==> src/design/u8dec_pkg.sv <==
// UTF-8 code point decoder package: byte class constants, the result record
// and the lead byte classifier. No dependencies.
package u8dec_pkg;

    localparam int CP_W      = 21;
    localparam int HOLD_D    = 3;
    localparam int RES_MAX   = 4;
    localparam int FIFO_D    = 8;
    localparam int FIFO_AW   = $clog2(FIFO_D);
    localparam int FIFO_CW   = $clog2(FIFO_D + 1);

    // Sequence lengths; zero means not a lead byte (or nothing held)
    localparam logic [2:0] LEN_NONE  = 3'd0;
    localparam logic [2:0] LEN_ASCII = 3'd1;
    localparam logic [2:0] LEN_TWO   = 3'd2;
    localparam logic [2:0] LEN_THREE = 3'd3;
    localparam logic [2:0] LEN_FOUR  = 3'd4;

    localparam logic [7:0] CONT_MASK = 8'hC0;
    localparam logic [7:0] CONT_VAL  = 8'h80;

    typedef struct packed {
        logic [CP_W-1:0] code_point;
        logic            malformed;
        logic            run_last;
        logic            text_last;
    } result_t;

    function automatic logic [2:0] lead_len(input logic [7:0] b);
        logic [2:0] len;
        len = LEN_NONE;
        if (b[7] == 1'b0)
            len = LEN_ASCII;
        else if ((b & 8'hE0) == 8'hC0)
            len = LEN_TWO;
        else if ((b & 8'hF0) == 8'hE0)
            len = LEN_THREE;
        else if ((b & 8'hF8) == 8'hF0)
            len = LEN_FOUR;
        return len;
    endfunction

    function automatic logic is_cont(input logic [7:0] b);
        return (b & CONT_MASK) == CONT_VAL;
    endfunction

endpackage

==> src/design/utf8_code_point_decoder_core.sv <==
// UTF-8 code point decoder top level: byte decode, sequence hold and an
// eight entry result queue. Depends on u8dec_pkg.
//
// One text byte is taken per cycle and decoded in the same cycle into zero to
// four results, which are written into an eight entry result queue; the
// output side drains one result per cycle while cp_stall is low. A byte whose
// sequence is broken or cut off by the end of text releases each held byte as
// a separate result, so the input is stalled whenever fewer than four queue
// entries are free. On well formed text with cp_stall low the sustained rate
// is one byte per cycle at the input and one result per cycle at the output;
// results are queued when the byte that completes them is accepted.
module utf8_code_point_decoder_core
(
    input  logic                      clk,
    input  logic                      rst_n,
    input  logic                      byte_valid,
    output logic                      byte_stall,
    input  logic [7:0]                in_byte,
    input  logic                      end_of_text,
    output logic                      cp_valid,
    input  logic                      cp_stall,
    output logic [u8dec_pkg::CP_W-1:0] code_point,
    output logic                      malformed,
    output logic                      run_last,
    output logic                      text_last
);

    // Sequence hold
    logic [7:0]                   held_reg [u8dec_pkg::HOLD_D];
    logic [1:0]                   held_cnt_reg, held_cnt_next;
    logic [2:0]                   seq_len_reg, seq_len_next;
    logic                         hold_we;
    logic [1:0]                   hold_idx;

    // Result queue
    u8dec_pkg::result_t           fifo_reg [u8dec_pkg::FIFO_D];
    logic [u8dec_pkg::FIFO_AW-1:0] wr_ptr_reg, wr_ptr_next;
    logic [u8dec_pkg::FIFO_AW-1:0] rd_ptr_reg, rd_ptr_next;
    logic [u8dec_pkg::FIFO_CW-1:0] count_reg, count_next;

    // Decode results
    u8dec_pkg::result_t           slot [u8dec_pkg::RES_MAX];
    logic [2:0]                   push_n;
    logic                         flush;
    logic                         extra_v;
    logic [u8dec_pkg::CP_W-1:0]   extra_cp;
    logic                         extra_bad;
    logic [2:0]                   len;
    logic                         accept;
    logic                         pop;

    assign accept     = byte_valid && !byte_stall;
    assign byte_stall = count_reg > u8dec_pkg::FIFO_CW'(u8dec_pkg::FIFO_D
                                                         - u8dec_pkg::RES_MAX);
    assign cp_valid   = count_reg != '0;
    assign pop        = cp_valid && !cp_stall;

    assign code_point = fifo_reg[rd_ptr_reg].code_point;
    assign malformed  = fifo_reg[rd_ptr_reg].malformed;
    assign run_last   = fifo_reg[rd_ptr_reg].run_last;
    assign text_last  = fifo_reg[rd_ptr_reg].text_last;

    always_comb
    begin
        held_cnt_next = held_cnt_reg;
        seq_len_next  = seq_len_reg;
        hold_we       = 1'b0;
        hold_idx      = 2'd0;
        flush         = 1'b0;
        extra_v       = 1'b0;
        extra_cp      = {13'd0, in_byte};
        extra_bad     = 1'b1;
        len           = u8dec_pkg::lead_len(in_byte);

        if (held_cnt_reg != 2'd0 && u8dec_pkg::is_cont(in_byte))
        begin
            if ({1'b0, held_cnt_reg} + 3'd1 == seq_len_reg)
            begin
                // Sequence complete: assemble the payload bits
                extra_v   = 1'b1;
                extra_bad = 1'b0;
                case (seq_len_reg)
                    u8dec_pkg::LEN_TWO:
                        extra_cp = {10'd0, held_reg[0][4:0], in_byte[5:0]};
                    u8dec_pkg::LEN_THREE:
                        extra_cp = {5'd0, held_reg[0][3:0], held_reg[1][5:0],
                                    in_byte[5:0]};
                    default:
                        extra_cp = {held_reg[0][2:0], held_reg[1][5:0],
                                    held_reg[2][5:0], in_byte[5:0]};
                endcase
                held_cnt_next = 2'd0;
                seq_len_next  = u8dec_pkg::LEN_NONE;
            end
            else if (end_of_text || held_cnt_reg == 2'd3)
            begin
                flush         = 1'b1;
                extra_v       = 1'b1;
                held_cnt_next = 2'd0;
                seq_len_next  = u8dec_pkg::LEN_NONE;
            end
            else
            begin
                hold_we       = 1'b1;
                hold_idx      = held_cnt_reg;
                held_cnt_next = held_cnt_reg + 2'd1;
            end
        end
        else
        begin
            // No held sequence continues: release any held bytes, then decode this one fresh
            flush         = held_cnt_reg != 2'd0;
            held_cnt_next = 2'd0;
            seq_len_next  = u8dec_pkg::LEN_NONE;
            if (len == u8dec_pkg::LEN_ASCII)
            begin
                extra_v   = 1'b1;
                extra_bad = 1'b0;
            end
            else if (len == u8dec_pkg::LEN_NONE || end_of_text)
            begin
                extra_v = 1'b1;
            end
            else
            begin
                hold_we       = 1'b1;
                hold_idx      = 2'd0;
                held_cnt_next = 2'd1;
                seq_len_next  = len;
            end
        end

        push_n = (flush ? {1'b0, held_cnt_reg} : 3'd0) + {2'd0, extra_v};

        for (int i = 0; i < u8dec_pkg::RES_MAX; i++)
        begin
            if (flush && i < u8dec_pkg::HOLD_D && 3'(i) < {1'b0, held_cnt_reg})
            begin
                slot[i].code_point = {13'd0, held_reg[2'(i < u8dec_pkg::HOLD_D ?
                                                          i : 0)]};
                slot[i].malformed  = 1'b1;
            end
            else
            begin
                slot[i].code_point = extra_cp;
                slot[i].malformed  = extra_bad;
            end
            slot[i].run_last  = 3'(i) + 3'd1 == push_n;
            slot[i].text_last = (3'(i) + 3'd1 == push_n) && end_of_text;
        end

        wr_ptr_next = wr_ptr_reg;
        if (accept)
            wr_ptr_next = wr_ptr_reg + u8dec_pkg::FIFO_AW'(push_n);
        rd_ptr_next = rd_ptr_reg + u8dec_pkg::FIFO_AW'(pop);
        count_next  = count_reg
                      + (accept ? u8dec_pkg::FIFO_CW'(push_n) : '0)
                      - u8dec_pkg::FIFO_CW'(pop);
    end

    always_ff @(posedge clk or negedge rst_n)
    begin
        if (!rst_n)
        begin
            held_cnt_reg <= 2'd0;
            seq_len_reg  <= u8dec_pkg::LEN_NONE;
            wr_ptr_reg   <= '0;
            rd_ptr_reg   <= '0;
            count_reg    <= '0;
        end
        else
        begin
            if (accept)
            begin
                held_cnt_reg <= held_cnt_next;
                seq_len_reg  <= seq_len_next;
            end
            wr_ptr_reg <= wr_ptr_next;
            rd_ptr_reg <= rd_ptr_next;
            count_reg  <= count_next;
        end
    end

    always_ff @(posedge clk)
    begin
        if (accept && hold_we)
            held_reg[hold_idx] <= in_byte;
        if (accept)
        begin
            for (int i = 0; i < u8dec_pkg::RES_MAX; i++)
            begin
                if (3'(i) < push_n)
                    fifo_reg[wr_ptr_reg + u8dec_pkg::FIFO_AW'(i)] <= slot[i];
            end
        end
    end

    // A hold always expects more bytes than it has
    a_hold_len: assert property (@(posedge clk) disable iff (!rst_n)
        held_cnt_reg != 2'd0 |-> {1'b0, held_cnt_reg} < seq_len_reg)
        else $error("held byte count not below sequence length");

    a_hold_idle: assert property (@(posedge clk) disable iff (!rst_n)
        held_cnt_reg == 2'd0 |-> seq_len_reg == u8dec_pkg::LEN_NONE)
        else $error("sequence length set with nothing held");

    // End of text leaves nothing held
    a_eot_clear: assert property (@(posedge clk) disable iff (!rst_n)
        accept && end_of_text |=> held_cnt_reg == 2'd0)
        else $error("hold not cleared at end of text");

    a_no_overflow: assert property (@(posedge clk) disable iff (!rst_n)
        count_reg <= u8dec_pkg::FIFO_CW'(u8dec_pkg::FIFO_D))
        else $error("result queue overflow");

endmodule
==> config.mk <==
export PLATFORM = sky130hd
export DESIGN_NAME = utf8_code_point_decoder_core
export DESIGN_NICKNAME = d
export VERILOG_FILES = /design/src/design/u8dec_pkg.sv /design/src/design/utf8_code_point_decoder_core.sv
export SDC_FILE = /design/constraint.sdc
export NUM_CORES = 1
export LEC_CHECK = 0
export BUFFER_PORTS_ARGS = -buffer_cell sky130_fd_sc_hd__buf_2
export CAP_MARGIN = 15
export CORE_MARGIN = 5
export CORE_UTILIZATION = 55
export CTS_CLUSTER_SIZE = 16
export DETAILED_ROUTE_END_ITERATION = 12
export GPL_ROUTABILITY_DRIVEN = 0
export GPL_TIMING_DRIVEN = 0
export PLACE_DENSITY = 0.7
export SETUP_SLACK_MARGIN = 0.5
export SLEW_MARGIN = 20
export SYNTH_ARGS = -nofsm -noshare
export SYNTH_HDL_FRONTEND = slang
export SYNTH_SLANG_ARGS = --single-unit
==> constraint.sdc <==
create_clock -name clk -period 7.7 [get_ports clk]
set_input_delay 1.54 -clock clk [delete_from_list [all_inputs] [get_ports clk]]
set_output_delay 1.54 -clock clk [all_outputs]
set_load 0.1 [all_outputs]
==> flow_summary.json, run 1 <==
{
  "status": "completed",
  "initial_core_util_pct": 55.79,
  "cts_tree": "done",
  "core_area_um2": 23470,
  "worst-r2r-setup-slack_ps": 1540,
  "synth_ff_type": "edfxtp_1",
  "hold_viol_final": 0,
  "tightest_slew_ps": 1118,
  "fmax_ghz": 0.1624,
  "drc": 0,
  "antenna_found_initial": 2,
  "final_common_cell": "edfxtp_1",
  "cts_setup_buffers": 0,
  "hold_ws_ps": 563.2,
  "grt_max_degree": 25,
  "gr-usage-all-layers_pct": 29.28,
  "synthArstFlopShare_pct": 6.494,
  "layout-drive-gt1-share_pct": 21.79,
  "setup_slack_ps": 1543,
  "hold_buffers": 0,
  "setup_tns_ps": 0,
  "max_cap_viol_count": 0,
  "total_leakage_power_uw": 0.005092,
  "synthCells": 1053,
  "port_buffers": 38,
  "arrival_ps": 6320,
  "synth_fp_nets": 1085,
  "holdCritStartpoint": "rd_ptr_reg[1]",
  "slew_violations": 0,
  "regArea_um2": 6862,
  "nets": 1165,
  "grtUsageMet2_pct": 45.86,
  "ys_warn_count": 0,
  "fin_skew_ps": 12.31,
  "cts_resized": 0,
  "crit_type": "flip-flop to flip-flop",
  "wire_per_inst_um": 26.26,
  "fill_cells": 1821,
  "die-area_um2": 27000,
  "final_antenna_net_count": 0,
  "cp-end-kind": "flip-flop",
  "cts_buffers": 25,
  "use_met3_pct": 5.521,
  "drt_iter0_drc": 1460,
  "htree_num_levels": 1,
  "yosys.area.top_type": "edfxtp_1",
  "slew_headroom_pct": 25.04,
  "grt_setup_unrepaired": "false",
  "ios": 39,
  "multi_input_area_um2": 5867,
  "ys_seq_elements": 231,
  "dp.cells": 1425,
  "drt_wl_total_mm": 38.62,
  "peakVddDrop_v": 0.0003664,
  "clk_latency_ps": 550,
  "clock_path_buffers": 3,
  "dieHeight_um": 164.3,
  "crit_end": "fifo_reg[3][7]",
  "grt-ovfl-total": 0,
  "die_x_um": 164.3,
  "reg2reg_depth": 18,
  "synth_area_leaders": "edfxtp_1 (50%), mux4_2 (8.3%), mux2_2 (3.7%), a21oi_1 (3.7%), a22oi_1 (3.6%)",
  "startpoint": "held_cnt_reg[1]",
  "cellPowerDensity_nw_per_um2": 372.5,
  "r2r_end": "fifo_reg[3][7]",
  "post-route-period-util_pct": 79.96,
  "crit-reg2reg-launch": "held_cnt_reg[1]",
  "p_total_uw": 5533,
  "grt-busiest-layer": "met2",
  "synth_top_area_share_pct": 49.53,
  "place_ws_ps": 1479,
  "cp_max_fo": 24,
  "clkTransAtPathRegs_ps": 70,
  "avgSynthCellArea_um2": 12.44,
  "required_ps": 7860,
  "synth_area_um2": 13100,
  "cts-root-buf": "clkbuf_16",
  "grt_pass1_wl_mm": 59.80,
  "grtUsageMet1_pct": 41.52,
  "area_growth_pct": 13.42,
  "rows": 56,
  "cts.sinks": 231,
  "synth-edff-count": 216,
  "n_antenna_cell": 0,
  "setup.worst_path.start_class": "flip-flop",
  "yosysSeqAreaShare_pct": 52.39,
  "synth_cell_types": 71,
  "fin_cells": 1471,
  "num_vias": 10120,
  "grt_pass1_vias": 9851,
  "setup_viol": 0,
  "hpwlAfterDp_mm": 27.88,
  "hp-class": "flip-flop to flip-flop",
  "dr.pass1.iters": 6,
  "largest_reg_flops": 192,
  "vias_per_cell": 6.876,
  "layout_common_cells": "edfxtp_1 (216), a21oi_1 (96), a22oi_1 (62)",
  "fin_crit_ps": 6157
}
[worst min-delay path by stage]
stage | end | slack (ps) | cells after the start
5_1_grt | rd_ptr_reg[1] | 580 | 1
6_report | rd_ptr_reg[1] | 560 | 1
2_1_floorplan | rd_ptr_reg[1] | 520 | 1
3_5_place_dp | rd_ptr_reg[1] | 550 | 1
3_3_place_gp | rd_ptr_reg[0] | 530 | 1
4_1_cts | rd_ptr_reg[1] | 560 | 1
[logic make-up (layout without fill, tap and decap cells)]
family,count (synthesis),in the layout,share of synthesized area [%]
muxes,115,115,14.09
adders and majority gates,19,19,1.930
AOI/OAI and AO/OA,335,335,17.61
and+or+nand+nor,240,240,9.735
buffers and inverters,101,200,3.382
DFF,231,231,52.39
xor gates and xnor gates,12,12,0.8599
[cells in the mapped netlist (6+ instances only)]
cell,n
and2_1,48
a22oi_1,62
o211ai_1,9
mux2_2,43
a22o_1,43
mux2i_1,18
o22ai_1,12
mux4_2,48
nand2b_1,8
nor4_1,6
o21ai_1,8
o21ai_0,33
nor2_1,44
nand4_1,6
xnor2_1,6
edfxtp_1,216
nand2_1,45
buf_1,12
clkbuf_1,51
ha_1,17
buf_2,16
nand3_1,19
a21oi_1,96
a211oi_1,27
nor3_1,25
dfrtp_1,15
inv_1,15
or3_1,9
nor2b_1,6
[metal layers]
layer,wire [um],up-vias
met5,23,-
met2,17590,712
met3,4288,137
met1,15120,4900
li1,-,4362
met4,1605,4
[layout make-up]
cell class	instances	area share, %
Clock inverter	20	1.651
Clock buffer	26	4.304
Multi-Input combinational cell	721	39.50
Inverter	17	0.4801
Buffer	84	2.527
Tap cell	319	2.687
Sequential cell	231	46.19
Timing Repair Buffer	53	2.662
[power breakdown]
part           leakage, uW  switching, uW  internal [uW]
clock network     0.000434            521            775
registers          0.00212           55.8           1540
logic              0.00254           1850            788
[worst max-delay path: stages, from the launching register on]
cell and delay, ps:
dfrtp_1 370, buf_2 250, inv_1 170, ha_1 350
xnor2_1 440, a311oi_4 240, nor2_4 300, clkbuf_1 420
nor2_1 110, ha_1 240, inv_1 70, ha_1 300
nand2b_1 220, nand4_1 550, or3_1 520, clkbuf_1 200
nand2_1 320, a31oi_1 90, nand2_2 620
[metrics by stage]
| stage | util (%) | area, um2 |
|---|---|---|
| 2_1_floorplan | - | 13100 |
| 3_3_place_gp | 58.30 | 13690 |
| 3_5_place_dp | 59.50 | 13970 |
| 4_1_cts | 63.27 | 14850 |
| 5_1_grt | 63.28 | 14850 |
| 6_report | 63.28 | 14850 |
Note: power is estimated with default switching activity, not from simulation.
==> run 2: changes to the inputs <==
Clock period 7.7 ns to 5.9 ns, I/O delays scaled along.
==> flow_summary.json, run 2 (synthesis gave the netlist of run 1 again) <==
{
  "peakVddDrop_v": 0.0005162,
  "fill_cells": 1806,
  "grt_setup_unrepaired": "false",
  "fin_crit_ps": 5193,
  "drc": 0,
  "post-route-util_pct": 63.52,
  "grt-ovfl-total": 0,
  "final_antenna_net_count": 0,
  "max_cap_viol_count": 0,
  "required_ps": 6160,
  "cp_cell_sequence": "clkbuf_4 -> inv_1 -> ha_1 -> xnor2_2 -> a311oi_4 -> nor2_4 -> clkbuf_2 -> nor2_1 -> ha_1 -> ha_1 -> clkbuf_2 -> inv_1 -> or4b_1 -> clkbuf_1 -> or2_2 -> clkbuf_1 -> o211ai_1 -> buf_4 -> buf_4",
  "grt_pass1_wl_mm": 58.91,
  "pwr-share-clk_pct": 22.0,
  "grt_pass1_vias": 9706,
  "die-area_um2": 27000,
  "ios": 39,
  "crit_type": "flip-flop to flip-flop",
  "nets": 1170,
  "slew_violations": 0,
  "p_total_uw": 7118,
  "hold_buffers": 0,
  "clkTransAtPathRegs_ps": 60,
  "cp-end-kind": "flip-flop",
  "cts.sinks": 231,
  "power.switching_uw": 3172,
  "dieHeight_um": 164.3,
  "setup_slack_ps": 707.4,
  "rows": 56,
  "clk_latency_ps": 550,
  "cp_max_fo": 10,
  "internal-power_uw": 3946,
  "antenna_found_initial": 1,
  "port_buffers": 38,
  "tightest_slew_ps": 1079,
  "status": "completed",
  "seq_power_share_pct": 29.3,
  "die_x_um": 164.3,
  "dr.pass1.iters": 10,
  "post-route-period-util_pct": 88.01,
  "clock_path_buffers": 3,
  "slowest_stage": "or4b_1",
  "fin_cells": 1478,
  "final_common_cell": "edfxtp_1",
  "cellPowerDensity_nw_per_um2": 477.4,
  "total_leakage_power_uw": 0.005105,
  "critPathMaxStageDelay_ps": 570,
  "hpwlAfterDp_mm": 27.63,
  "dp.cells": 1424,
  "cts_tree": "done",
  "fin_skew_ps": 19.36,
  "fmax_ghz": 0.1926,
  "initial_core_util_pct": 55.79,
  "cts_buffers": 26,
  "num_vias": 10090,
  "layout-drive-gt1-share_pct": 22.19,
  "hold_viol_final": 0,
  "dpl-instance-area_um2": 13970,
  "core_area_um2": 23470,
  "grt_max_degree": 25,
  "largest_reg_flops": 192,
  "hp-class": "input pin to asynchronous set/reset pin",
  "area_growth_pct": 13.85,
  "arrival_ps": 5450,
  "stdcell_area_um2": 14910,
  "setup.worst_path.start_class": "flip-flop",
  "vias_per_cell": 6.825,
  "setup_viol": 0,
  "drt_wl_total_mm": 38.33,
  "htree_num_levels": 1,
  "gr-usage-all-layers_pct": 28.86,
  "layout_common_cells": "edfxtp_1 (216), a21oi_1 (96), a22oi_1 (62)",
  "place_ws_ps": 21.96,
  "drt_iter0_drc": 1520,
  "path_common_cell": "ha_1",
  "switching_share_pct": 44.56,
  "slew_headroom_pct": 27.65,
  "wire_per_inst_um": 25.94,
  "cts-root-buf": "clkbuf_16",
  "combPwrFrac_pct": 48.7
}
## run 2: changes by cell type in the layout (fill, tap and decap cells not counted), sizes merged
cell      previous run  this run
buf                 83        87
bufinv               5         2
clkbuf              80        82
diode                0         1
clkinvlp             3         1
clkinv              12        17
## run 2: worst max-delay path: cells and delay by family (launching register included)
family | cells | cell delay, ps
AOI/OAI and AO/OA | 2 | 590
adders and majority gates | 3 | 670
buffers and inverters | 9 | 1850
and+or+nand+nor | 4 | 1180
DFF | 1 | 400
xor gates and xnor gates | 1 | 200
## run 2: final timing paths
kind	start	to	slack, ps	cells after the start
worst max-delay path	held_cnt_reg[1]	fifo_reg[4][15]	710	19
worst min-delay path	rst_n	count_reg[3]	540	1
worst max register to register	held_cnt_reg[1]	fifo_reg[4][15]	710	19
worst min register to register	rd_ptr_reg[1]	rd_ptr_reg[1]	560	1
max in group asynchronous	rst_n	seq_len_reg[2]	5090	1
min in group clk	rd_ptr_reg[1]	rd_ptr_reg[1]	560	1
## run 2: what timing repair did
| action | CTS | global route |
|---|---|---|
| setup buffers | 2 | 3 |
| pin swaps | 0 | 2 |
| setup endpoints to repair | 102 | 200 |
| endpoints found under the hold margin | 0 | 0 |
| resized for setup | 3 | 11 |
## run 2: final cells by class
class / instances / area (um2) / share of cell area, %
Sequential cell: 231 / 6862 / 46.02
Antenna cell: 1 / 2.502 / 0.01678
Buffer: 84 / 380.4 / 2.551
Clock inverter: 20 / 171.4 / 1.150
Timing Repair Buffer: 57 / 441.7 / 2.962
Multi-Input combinational cell: 721 / 5924 / 39.73
Inverter: 17 / 71.32 / 0.4783
Clock buffer: 28 / 658.1 / 4.414
Tap cell: 319 / 399.1 / 2.677
## run 2: power by group through the flow
stage / clock, uW / sequential, uW / combinational [uW]
CTS: 1580 / 2080 / 3430
global route: 1660 / 2100 / 3650
floorplan: 0 / 2100 / 2680
detailed placement: 0 / 2120 / 3420
finish: 1570 / 2080 / 3470
global placement: 0 / 2120 / 3340
## run 2: routing by layer
layer	up-vias	track usage [%]	part of all wire, %
li1	4384	-	-
met5	-	0	0.031
met2	703	44.39	45
met1	4860	40.90	39
met3	138	5.370	11
met4	2	11.51	4.7
## run 2: through the flow
| step | TNS (ps) | hold slack, ps |
|---|---|---|
| 2_1_floorplan | 0 | 516.4 |
| 3_3_place_gp | -217970 | 528.9 |
| 3_5_place_dp | 0 | 538.9 |
| 4_1_cts | 0 | 538.4 |
| 5_1_grt | 0 | 553.1 |
| 6_report | 0 | 538.7 |
